### src/hw/rtl/swm_pkg.sv
// Shared constants and types for the sliding-window median filter.
package swm_pkg;

  // Default window capacity and sample width
  localparam int WINDOW_MAX_DEF   = 32;
  localparam int SAMPLE_WIDTH_DEF = 16;

  // Window size register width and its value after reset
  localparam int          CFG_W        = 6;
  localparam logic [5:0]  WINDOW_RESET = 6'd3;

  // Control from the top level to the cell array
  typedef struct packed {
    logic step;   // insert one sample this cycle
    logic flush;  // empty the window
  } swm_cell_ctl_t;

endpackage

### src/hw/rtl/swm_sample_if.sv
// Input channel: one signed sample per item with valid/ready handshake.
interface swm_sample_if #(
  parameter int SAMPLE_WIDTH = swm_pkg::SAMPLE_WIDTH_DEF
);
  logic                           valid;
  logic                           ready;
  logic signed [SAMPLE_WIDTH-1:0] sample;

  modport source (output valid, output sample, input ready);
  modport sink   (input valid, input sample, output ready);
endinterface

### src/hw/rtl/swm_result_if.sv
// Result channel: twice the window median per item with valid/ready handshake.
interface swm_result_if #(
  parameter int SAMPLE_WIDTH = swm_pkg::SAMPLE_WIDTH_DEF
);
  logic                         valid;
  logic                         ready;
  logic signed [SAMPLE_WIDTH:0] median_doubled;

  modport source (output valid, output median_doubled, input ready);
  modport sink   (input valid, input median_doubled, output ready);
endinterface

### src/hw/rtl/sliding_window_median_top.sv
// Top level of the sliding-window median filter.
// Running median over the last W signed samples, W set by cfg_wdata (0 acts as 1,
// values above WINDOW_MAX act as WINDOW_MAX, 3 after reset). The block takes one
// item per clock unless stalled; throughput is set by the sorted cell array, which
// removes the oldest sample and inserts the new one. A sample passes the input
// register and the cell array before its result reaches the output register. After
// reset or a write to the window register the window is empty, and the first W-1
// samples give no result; each sample after that gives twice the median (the sum
// of the two middle values for an even W). No clearing pass is needed after reset.
module sliding_window_median_top #(
  parameter int WINDOW_MAX   = swm_pkg::WINDOW_MAX_DEF,
  parameter int SAMPLE_WIDTH = swm_pkg::SAMPLE_WIDTH_DEF
) (
  input  logic                       clk,
  input  logic                       rst_n,
  swm_sample_if.sink                 in_ch,
  swm_result_if.source               out_ch,
  input  logic                       cfg_we,
  input  logic [swm_pkg::CFG_W-1:0]  cfg_wdata
);
  import swm_pkg::*;

  localparam int FILL_W = $clog2(WINDOW_MAX + 1);

  logic [CFG_W-1:0]               window_r;
  logic [FILL_W-1:0]              win_eff;
  logic                           s1_valid_r;
  logic signed [SAMPLE_WIDTH-1:0] s1_sample_r;
  logic                           s2_ready;
  logic                           in_rdy;
  logic                           result;
  swm_cell_ctl_t                  cell_ctl;
  logic signed [SAMPLE_WIDTH-1:0] vals [WINDOW_MAX];

  // Window length register
  always_ff @(posedge clk) begin
    if (!rst_n) begin
      window_r <= WINDOW_RESET;
    end else if (cfg_we) begin
      window_r <= cfg_wdata;
    end
  end

  // Clamp the window length into one to WINDOW_MAX
  always_comb begin
    if (window_r == '0) begin
      win_eff = FILL_W'(1);
    end else if (int'(window_r) > WINDOW_MAX) begin
      win_eff = FILL_W'(WINDOW_MAX);
    end else begin
      win_eff = FILL_W'(window_r);
    end
  end

  // Input register: advance when the cell array can take the item
  assign in_rdy      = !s1_valid_r || s2_ready;
  assign in_ch.ready = in_rdy;

  always_ff @(posedge clk) begin
    if (!rst_n) begin
      s1_valid_r <= 1'b0;
    end else if (in_rdy) begin
      s1_valid_r <= in_ch.valid;
    end
  end

  always_ff @(posedge clk) begin
    if (in_rdy && in_ch.valid) begin
      s1_sample_r <= in_ch.sample;
    end
  end

  assign cell_ctl.step  = s1_valid_r && s2_ready;
  assign cell_ctl.flush = cfg_we;

  swm_cells #(
    .WINDOW_MAX   (WINDOW_MAX),
    .SAMPLE_WIDTH (SAMPLE_WIDTH)
  ) u_cells (
    .clk      (clk),
    .rst_n    (rst_n),
    .ctl_i    (cell_ctl),
    .sample_i (s1_sample_r),
    .win_i    (win_eff),
    .vals_o   (vals),
    .result_o (result)
  );

  swm_median #(
    .WINDOW_MAX   (WINDOW_MAX),
    .SAMPLE_WIDTH (SAMPLE_WIDTH)
  ) u_median (
    .clk     (clk),
    .rst_n   (rst_n),
    .vals_i  (vals),
    .win_i   (win_eff),
    .take_i  (result),
    .ready_o (s2_ready),
    .out_ch  (out_ch)
  );

  // A held item keeps its sample while the cell array is blocked
  a_s1_hold: assert property (@(posedge clk) disable iff (!rst_n)
    (s1_valid_r && !s2_ready) |=> (s1_valid_r && $stable(s1_sample_r)))
    else $error("input register dropped a stalled item");

  // The clamped window length is never zero
  a_win_nonzero: assert property (@(posedge clk) disable iff (!rst_n)
    win_eff != '0)
    else $error("window length zero");

endmodule

### src/hw/rtl/swm_cells.sv
// Sorted cell array with age tags: removes the oldest sample and inserts the new one.
module swm_cells #(
  parameter int WINDOW_MAX   = swm_pkg::WINDOW_MAX_DEF,
  parameter int SAMPLE_WIDTH = swm_pkg::SAMPLE_WIDTH_DEF
) (
  input  logic                           clk,
  input  logic                           rst_n,
  input  swm_pkg::swm_cell_ctl_t         ctl_i,
  input  logic signed [SAMPLE_WIDTH-1:0] sample_i,
  input  logic [$clog2(WINDOW_MAX+1)-1:0] win_i,
  output logic signed [SAMPLE_WIDTH-1:0] vals_o [WINDOW_MAX],
  output logic                           result_o
);
  import swm_pkg::*;

  localparam int FILL_W = $clog2(WINDOW_MAX + 1);
  localparam int AGE_W  = (WINDOW_MAX > 1) ? $clog2(WINDOW_MAX) : 1;

  logic signed [SAMPLE_WIDTH-1:0] val_r [WINDOW_MAX];
  logic [AGE_W-1:0]               age_r [WINDOW_MAX];
  logic [FILL_W-1:0]              fill_r;
  logic [FILL_W-1:0]              fill_nxt;

  logic                  full;
  logic [AGE_W-1:0]      oldest_age;
  logic [WINDOW_MAX-1:0] vld;
  logic [WINDOW_MAX-1:0] rem;
  logic [WINDOW_MAX-1:0] kept;
  logic [WINDOW_MAX-1:0] gt;
  logic [WINDOW_MAX-1:0] below;

  // Classify every cell against the window state and the new sample
  always_comb begin
    full       = (fill_r >= win_i);
    oldest_age = AGE_W'(win_i - 1'b1);
    for (int i = 0; i < WINDOW_MAX; i++) begin
      vld[i]  = (FILL_W'(i) < fill_r);
      rem[i]  = full && vld[i] && (age_r[i] == oldest_age);
      kept[i] = vld[i] && !rem[i];
      gt[i]   = (val_r[i] > sample_i);
    end
    // a cell moves down by one if the removed cell sits below it
    for (int i = 0; i < WINDOW_MAX; i++) begin
      below[i] = |(rem & ~({WINDOW_MAX{1'b1}} << i));
    end
  end

  // Fill count after this sample and whether the window is then full
  assign fill_nxt = full ? fill_r : fill_r + 1'b1;
  assign result_o = ctl_i.step && (fill_nxt >= win_i);

  always_ff @(posedge clk) begin
    if (!rst_n) begin
      fill_r <= '0;
    end else if (ctl_i.flush) begin
      fill_r <= '0;
    end else if (ctl_i.step) begin
      fill_r <= fill_nxt;
    end
  end

  // Each cell picks its next entry from itself, a neighbor or the new sample
  for (genvar k = 0; k < WINDOW_MAX; k++) begin : g_cell
    logic                           dn_ok;
    logic signed [SAMPLE_WIDTH-1:0] dn_val;
    logic [AGE_W-1:0]               dn_age;
    logic                           up_ok;
    logic signed [SAMPLE_WIDTH-1:0] up_val;
    logic [AGE_W-1:0]               up_age;
    logic signed [SAMPLE_WIDTH-1:0] val_nxt;
    logic [AGE_W-1:0]               age_nxt;

    // entry from the cell above, moving down past the removed one
    if (k < WINDOW_MAX - 1) begin : g_dn
      assign dn_ok  = kept[k+1] && below[k+1] && !gt[k+1];
      assign dn_val = val_r[k+1];
      assign dn_age = age_r[k+1];
    end else begin : g_no_dn
      assign dn_ok  = 1'b0;
      assign dn_val = '0;
      assign dn_age = '0;
    end

    // entry from the cell below, moving up over the new sample
    if (k > 0) begin : g_up
      assign up_ok  = kept[k-1] && !below[k-1] && gt[k-1];
      assign up_val = val_r[k-1];
      assign up_age = age_r[k-1];
    end else begin : g_no_up
      assign up_ok  = 1'b0;
      assign up_val = '0;
      assign up_age = '0;
    end

    always_comb begin
      if (kept[k] && (gt[k] == below[k])) begin
        val_nxt = val_r[k];
        age_nxt = age_r[k] + 1'b1;
      end else if (dn_ok) begin
        val_nxt = dn_val;
        age_nxt = dn_age + 1'b1;
      end else if (up_ok) begin
        val_nxt = up_val;
        age_nxt = up_age + 1'b1;
      end else begin
        val_nxt = sample_i;
        age_nxt = '0;
      end
    end

    always_ff @(posedge clk) begin
      if (ctl_i.step) begin
        val_r[k] <= val_nxt;
        age_r[k] <= age_nxt;
      end
    end

    assign vals_o[k] = val_r[k];
  end

  // Fill never passes the window length
  a_fill_bound: assert property (@(posedge clk) disable iff (!rst_n)
    fill_r <= win_i)
    else $error("fill count above window length");

  // A full window always holds exactly one oldest cell
  a_one_oldest: assert property (@(posedge clk) disable iff (!rst_n)
    (ctl_i.step && full) |-> $onehot(rem))
    else $error("full window without a unique oldest cell");

  // The two lowest valid cells stay in ascending order
  a_sorted_low: assert property (@(posedge clk) disable iff (!rst_n)
    (vld[0] && (WINDOW_MAX > 1) && (fill_r > FILL_W'(1))) |-> !gt[0] || gt[WINDOW_MAX > 1 ? 1 : 0])
    else $error("cell array out of order");

endmodule

### src/hw/rtl/swm_median.sv
// Median pick from the cell array and the registered result stage.
module swm_median #(
  parameter int WINDOW_MAX   = swm_pkg::WINDOW_MAX_DEF,
  parameter int SAMPLE_WIDTH = swm_pkg::SAMPLE_WIDTH_DEF
) (
  input  logic                            clk,
  input  logic                            rst_n,
  input  logic signed [SAMPLE_WIDTH-1:0]  vals_i [WINDOW_MAX],
  input  logic [$clog2(WINDOW_MAX+1)-1:0] win_i,
  input  logic                            take_i,
  output logic                            ready_o,
  swm_result_if.source                    out_ch
);
  import swm_pkg::*;

  localparam int IDX_W = (WINDOW_MAX > 1) ? $clog2(WINDOW_MAX) : 1;

  logic [IDX_W-1:0]               lo_idx;
  logic [IDX_W-1:0]               hi_idx;
  logic signed [SAMPLE_WIDTH-1:0] lo_val;
  logic signed [SAMPLE_WIDTH-1:0] hi_val;
  logic signed [SAMPLE_WIDTH:0]   sum;
  logic                           pend_r;
  logic                           out_valid_r;
  logic signed [SAMPLE_WIDTH:0]   med_r;
  logic                           adv;

  // Middle cells: equal for an odd window, adjacent for an even one
  assign lo_idx = IDX_W'((win_i - 1'b1) >> 1);
  assign hi_idx = IDX_W'(win_i >> 1);
  assign lo_val = vals_i[lo_idx];
  assign hi_val = vals_i[hi_idx];
  assign sum    = {lo_val[SAMPLE_WIDTH-1], lo_val} + {hi_val[SAMPLE_WIDTH-1], hi_val};

  // Move a pending result into the output register when it is free
  assign adv     = pend_r && (!out_valid_r || out_ch.ready);
  assign ready_o = !pend_r || adv;

  always_ff @(posedge clk) begin
    if (!rst_n) begin
      pend_r      <= 1'b0;
      out_valid_r <= 1'b0;
    end else begin
      if (ready_o) begin
        pend_r <= take_i;
      end
      if (adv) begin
        out_valid_r <= 1'b1;
      end else if (out_ch.ready) begin
        out_valid_r <= 1'b0;
      end
    end
  end

  always_ff @(posedge clk) begin
    if (adv) begin
      med_r <= sum;
    end
  end

  assign out_ch.valid          = out_valid_r;
  assign out_ch.median_doubled = med_r;

  // A pending result reaches an empty output register next cycle
  a_pend_moves: assert property (@(posedge clk) disable iff (!rst_n)
    (pend_r && !out_valid_r) |=> out_valid_r)
    else $error("pending result not forwarded");

  // A stalled output keeps the pending result
  a_pend_holds: assert property (@(posedge clk) disable iff (!rst_n)
    (pend_r && out_valid_r && !out_ch.ready) |=> pend_r)
    else $error("pending result lost under stall");

endmodule

### src/flat_wrapper.sv
// flat-port wrapper written by rule: the top's interface ports become plain ports
module sliding_window_median_top_flat import swm_pkg::*;
#(
  parameter int WINDOW_MAX   = swm_pkg::WINDOW_MAX_DEF,
  parameter int SAMPLE_WIDTH = swm_pkg::SAMPLE_WIDTH_DEF
)
  (clk, rst_n, cfg_we, cfg_wdata, in_ch_valid, in_ch_sample, in_ch_ready, out_ch_valid, out_ch_median_doubled, out_ch_ready);
  swm_sample_if #(.SAMPLE_WIDTH(SAMPLE_WIDTH)) in_ch_i ();
  swm_result_if #(.SAMPLE_WIDTH(SAMPLE_WIDTH)) out_ch_i ();
  input  logic clk;
  input  logic rst_n;
  input  logic cfg_we;
  input  logic [swm_pkg::CFG_W-1:0] cfg_wdata;
  input wire logic [$bits(in_ch_i.valid)-1:0] in_ch_valid;
  input wire logic [$bits(in_ch_i.sample)-1:0] in_ch_sample;
  output wire logic [$bits(in_ch_i.ready)-1:0] in_ch_ready;
  output wire logic [$bits(out_ch_i.valid)-1:0] out_ch_valid;
  output wire logic [$bits(out_ch_i.median_doubled)-1:0] out_ch_median_doubled;
  input wire logic [$bits(out_ch_i.ready)-1:0] out_ch_ready;
  assign in_ch_i.valid = in_ch_valid;
  assign in_ch_i.sample = in_ch_sample;
  assign in_ch_ready = in_ch_i.ready;
  assign out_ch_valid = out_ch_i.valid;
  assign out_ch_median_doubled = out_ch_i.median_doubled;
  assign out_ch_i.ready = out_ch_ready;
  sliding_window_median_top #(.WINDOW_MAX(WINDOW_MAX), .SAMPLE_WIDTH(SAMPLE_WIDTH)) u_core (.clk(clk), .rst_n(rst_n), .in_ch(in_ch_i), .out_ch(out_ch_i), .cfg_we(cfg_we), .cfg_wdata(cfg_wdata));
endmodule
### config.mk
export PLATFORM = sky130hd
export DESIGN_NAME = sliding_window_median_top_flat
export DESIGN_NICKNAME = d
export VERILOG_FILES = /design/src/hw/rtl/swm_pkg.sv /design/src/hw/rtl/swm_sample_if.sv /design/src/hw/rtl/swm_result_if.sv /design/src/hw/rtl/sliding_window_median_top.sv /design/src/hw/rtl/swm_cells.sv /design/src/hw/rtl/swm_median.sv /design/src/flat_wrapper.sv
export SDC_FILE = /design/constraint.sdc
export NUM_CORES = 2
export LEC_CHECK = 0
export BUFFER_PORTS_ARGS = -buffer_cell sky130_fd_sc_hd__buf_4
export CORE_ASPECT_RATIO = 1.75
export CORE_MARGIN = 2
export CORE_UTILIZATION = 59
export CTS_CLUSTER_SIZE = 12
export DETAILED_ROUTE_END_ITERATION = 12
export PLACE_DENSITY = 0.78
export SYNTH_ARGS = -nofsm -noshare
export SYNTH_HDL_FRONTEND = slang
export SYNTH_SLANG_ARGS = --single-unit
### constraint.sdc
create_clock -name clk -period 8.2 [get_ports clk]
set_input_delay 0.41 -clock clk [delete_from_list [all_inputs] [get_ports clk]]
set_output_delay 0.41 -clock clk [all_outputs]
set_load 0.05 [all_outputs]
==> flow_summary_export.csv <==
group,metric,value,unit
floorplan,row_count,153,
power,p_switching,0.00310,W
timing,maxSlewHeadroom,9.96,%
yosys,synth_adder_area_share,12.2,%
clock_tree,tritoncts,"built",
worst_setup_path,cpMostUsedCell,"buf_4",
yosys,synth_top_flop_cell,"edfxtp_1",
power,p_leak,26.3,nW
drt,ant_nets,0,
power,total_power,0.0100,W
worst_setup_path,path_max_fanout,39,
yosys,synthesis.area,59300,um2
clock_tree,cts_made_buffers,75,
floorplan,die_h,423,um
power,p_sw_share,31.0,%
timing,setup_viol,0,
layout,multi_input_area,36000,um2
timing,worstMarginPinSlew,1.34,ns
drt,vias,50900,
layout,num-fill-cells,8201,
worst_setup_path,startpoint_type,"flip-flop",
power,p_int,0.00690,W
placed_design,post_dp_cell_area,61200,um2
yosys,synth_edf_count,705,
global_routing,grt-ovfl-total,0,
yosys,synth_top_family_by_area,"multiplexers",
power,pwr-share-clk,33.8,%
layout,synthToLayoutAreaGrowth,7.44,%
clock_tree,cts-htree-levels,3,
worst_setup_path,max_stage_delay,0.83,ns
yosys,yosys.area_share.simple,13.2,%
placed_design,port_buffers,45,
drt,routedWlPerCell,31.1,um
yosys,synth_compound_area_share,13.9,%
global_routing,antenna_found_initial,8,
power,power_density,157,nW/um2
floorplan,start_util,59.5,%
clock_tree,clock_sinks,720,
hold_path,min_path_type,"primary input to flip-flop",
global_routing,grt_max_degree,68,
floorplan,die_w,244,um
timing,period_share,81.6,%
drt,via_per_inst,7.15,
yosys,synthCells,5808,
layout,postLayoutCellArea,63700,um2
timing,rsz0062_at_grt,"no",
run_status,outcome,"finished, final reports clean",
drt,routed_wl,221000,um
yosys,ys_seq_area_share,36.2,%
timing,fin_crit,6.69,ns
worst_setup_path,cp-end-kind,"flip-flop",
timing,finalHoldViolations,0,
yosys,ys_seq_elements,720,
floorplan,io_pins,46,
global_routing,grtUsageTotal,42.8,%
floorplan,design.die.area,103000,um2
yosys,synthXorXnorAreaFrac,4.39,%
worst_setup_path,worst_ep_required_time,8.52,ns
worst_setup_path,crit_type,"flip-flop to flip-flop",
power,seqPwrFrac,44.6,%
yosys,synth_mux_area_share,16.6,%
yosys,yosysWarnings,0,
clock_tree,ctsResizeCount,0,
drt,drc,0,
yosys,synth.distinct_cells,102,
clock_tree,post_cts_buffers,0,
layout,drive_gt1_share,10.5,%
worst_setup_path,slowest_stage,"nor4_2",
layout,seqCellArea,21500,um2
power,peakVddDrop,0.173,mV
yosys,post_synth.cell_area_avg,10.2,um2
worst_setup_path,arrival,7.01,ns
yosys,async_reset_ff_share,0,%
drt,drt_pre_antenna_iters,8,
global_routing,grt_first_pass_wirelength,326000,um
clock_tree,clk_latency,0.73,ns
drt,drt_iter0_markers,5466,
clock_tree,clockRootBuffer,"clkbuf_16",
job,max_cap_viol_count,0,
timing,max_freq,0.150,GHz
worst_setup_path,path_cells,"buf_4 -> nor2b_4 -> inv_1 -> ha_1 -> a2111oi_0 -> o21ai_1 -> nand2_2 -> buf_4 -> nor4_1 -> nor4_2 -> nand4_1 -> buf_4 -> or3_1 -> xnor2_1 -> o21a_1",
clock_tree,clock_path_buffers,3,
yosys,synth_fp_nets,6412,
clock_tree,path_clk_slew,0.06,ns
timing,slew_viol_final,0,
global_routing,grt_pass1_vias,51800,
placed_design,gp_congestion,1.06,
timing,fin_tns_setup,0,ns
layout,nets,6363,
timing,finClkSkew,0.0442,ns
floorplan,core_area,99500,um2
placed_design,hpwl,166000,um
power,p_comb_share,21.5,%
synth_stat cells (18+ instances only):
master     count  area, um2
edfxtp_1     705      21200
mux2i_1      582       5830
ha_1         576       7210
a21oi_1      449       2250
nand2_1      441       1660
nor2_1       397       1490
o21ai_0      323       1620
clkbuf_1     230        863
nand3_1      177        886
inv_1        164        616
xnor2_1      155       1360
mux4_2       144       3240
a21o_1       135       1010
nand4_1      117        732
xor2_1       113        990
nor3_1       102        510
nor2b_1       87        544
mux2_2        63        709
o21a_1        63        473
buf_2         59        295
nor4_1        55        344
a31oi_1       52        325
nand2b_1      43        269
a211oi_1      39        293
buf_1         37        139
or3_1         31        194
o211ai_1      30        225
and3_1        27        169
and2_1        26        163
o22ai_1       20        125
a2111oi_0     18        158
registers in the layout (all words and copies together) (netlist names):
register / count
u_core.window_r: 6
u_core.s1_valid_r: 1
u_core.u_median.out_ch.valid: 1
u_core.u_cells.val_r: 512
u_core.u_cells.age_r: 160
u_core.u_median.pend_r: 1
u_core.u_cells.fill_r: 6
u_core.s1_sample_r: 16
u_core.u_median.out_ch.median_doubled: 17
cells in the final DEF, fill, tap and decap left out, types with 135 or more instances in the layout:
master	instances
buf_4	191
mux4_2	144
nand2_1	440
inv_1	163
o21ai_0	321
xnor2_1	155
a21oi_1	441
a21o_1	135
ha_1	575
edfxtp_1	705
nand3_1	177
nor2_1	389
mux2i_1	581
power groups by stage:
stage          Combinational (W)  Sequential, W  Clock [W]
6_report                 0.00215        0.00446    0.00338
5_1_grt                  0.00231        0.00446    0.00350
4_1_cts                  0.00208        0.00445    0.00337
3_5_place_dp             0.00206        0.00452          0
3_3_place_gp             0.00200        0.00452          0
2_1_floorplan            0.00140        0.00443          0
per-stage QoR:
step | util (%) | worst slack, ns | hold WS (ns) | cells
global route | 64.0 | 1.14 | 0.0495 | 7121
finish | 64.0 | 1.51 | 0.0172 | 7124
floorplan | - | 0.121 | 0.484 | 5808
CTS | 63.9 | 1.64 | 0.0170 | 7117
global placement | 61.5 | 1.69 | 0.537 | 6975
detailed placement | 61.5 | 1.65 | 0.555 | 6975
critical path, delay by kind of cell, from the launching register on:
| kind | cells | cell delay, ns |
|---|---|---|
| adders and majority gates | 1 | 0.23 |
| AOI/OAI and AO/OA | 3 | 1.28 |
| and+or+nand+nor | 6 | 2.66 |
| buffers and inverters | 4 | 1.28 |
| DFF | 1 | 0.33 |
| xor gates and xnor gates | 1 | 0.50 |
path summary, 6_finish.rpt:
check / startpoint / cells past startpoint / slack [ns] / endpoint
worst min register to register: u_core.u_cells.fill_r[0] / 2 / 0.57 / u_core.u_cells.fill_r[0]
worst min-delay path: cfg_wdata[5] / 3 / 0.02 / u_core.window_r[5]
worst max register to register: u_core.window_r[2] / 15 / 1.51 / u_core.u_cells.val_r[1][243]
worst max-delay path: u_core.window_r[2] / 15 / 1.51 / u_core.u_cells.val_r[1][243]
final cells by class:
cell class                      count  area share (%)
Multi-Input combinational cell   4580            56.5
Clock buffer                      101            3.17
Inverter                          165           0.980
Sequential cell                   720            33.7
Clock inverter                     20           0.273
Tap cell                         1317            2.59
Timing Repair Buffer              217            2.73
Antenna cell                        4          0.0157
logic make-up (layout without fill, tap and decap cells):
kind of cell    Yosys count  after routing
fa+ha+maj               577            577
other cells               0              4
flops                   720            720
buf+inv                 508            503
compound gates         1331           1331
mux                     795            795
xor+xnor                279            279
simple gates           1598           1598
routing by layer:
layer  GRT usage, %  vias up  routed length (um)
met3           10.4     1460               17200
li1               -    22000                   -
met2           73.6     3106              109000
met1           39.5    24400               65800
met4           45.9        8               29000
met5          0.332        -                  54
what timing repair did:
action,4_1_cts,5_1_grt
hold endpoints to repair,19,0
endpoints found under the setup margin,0,0
hold buffers,21,0
No activity file was read; power rests on OpenSTA's default activity.
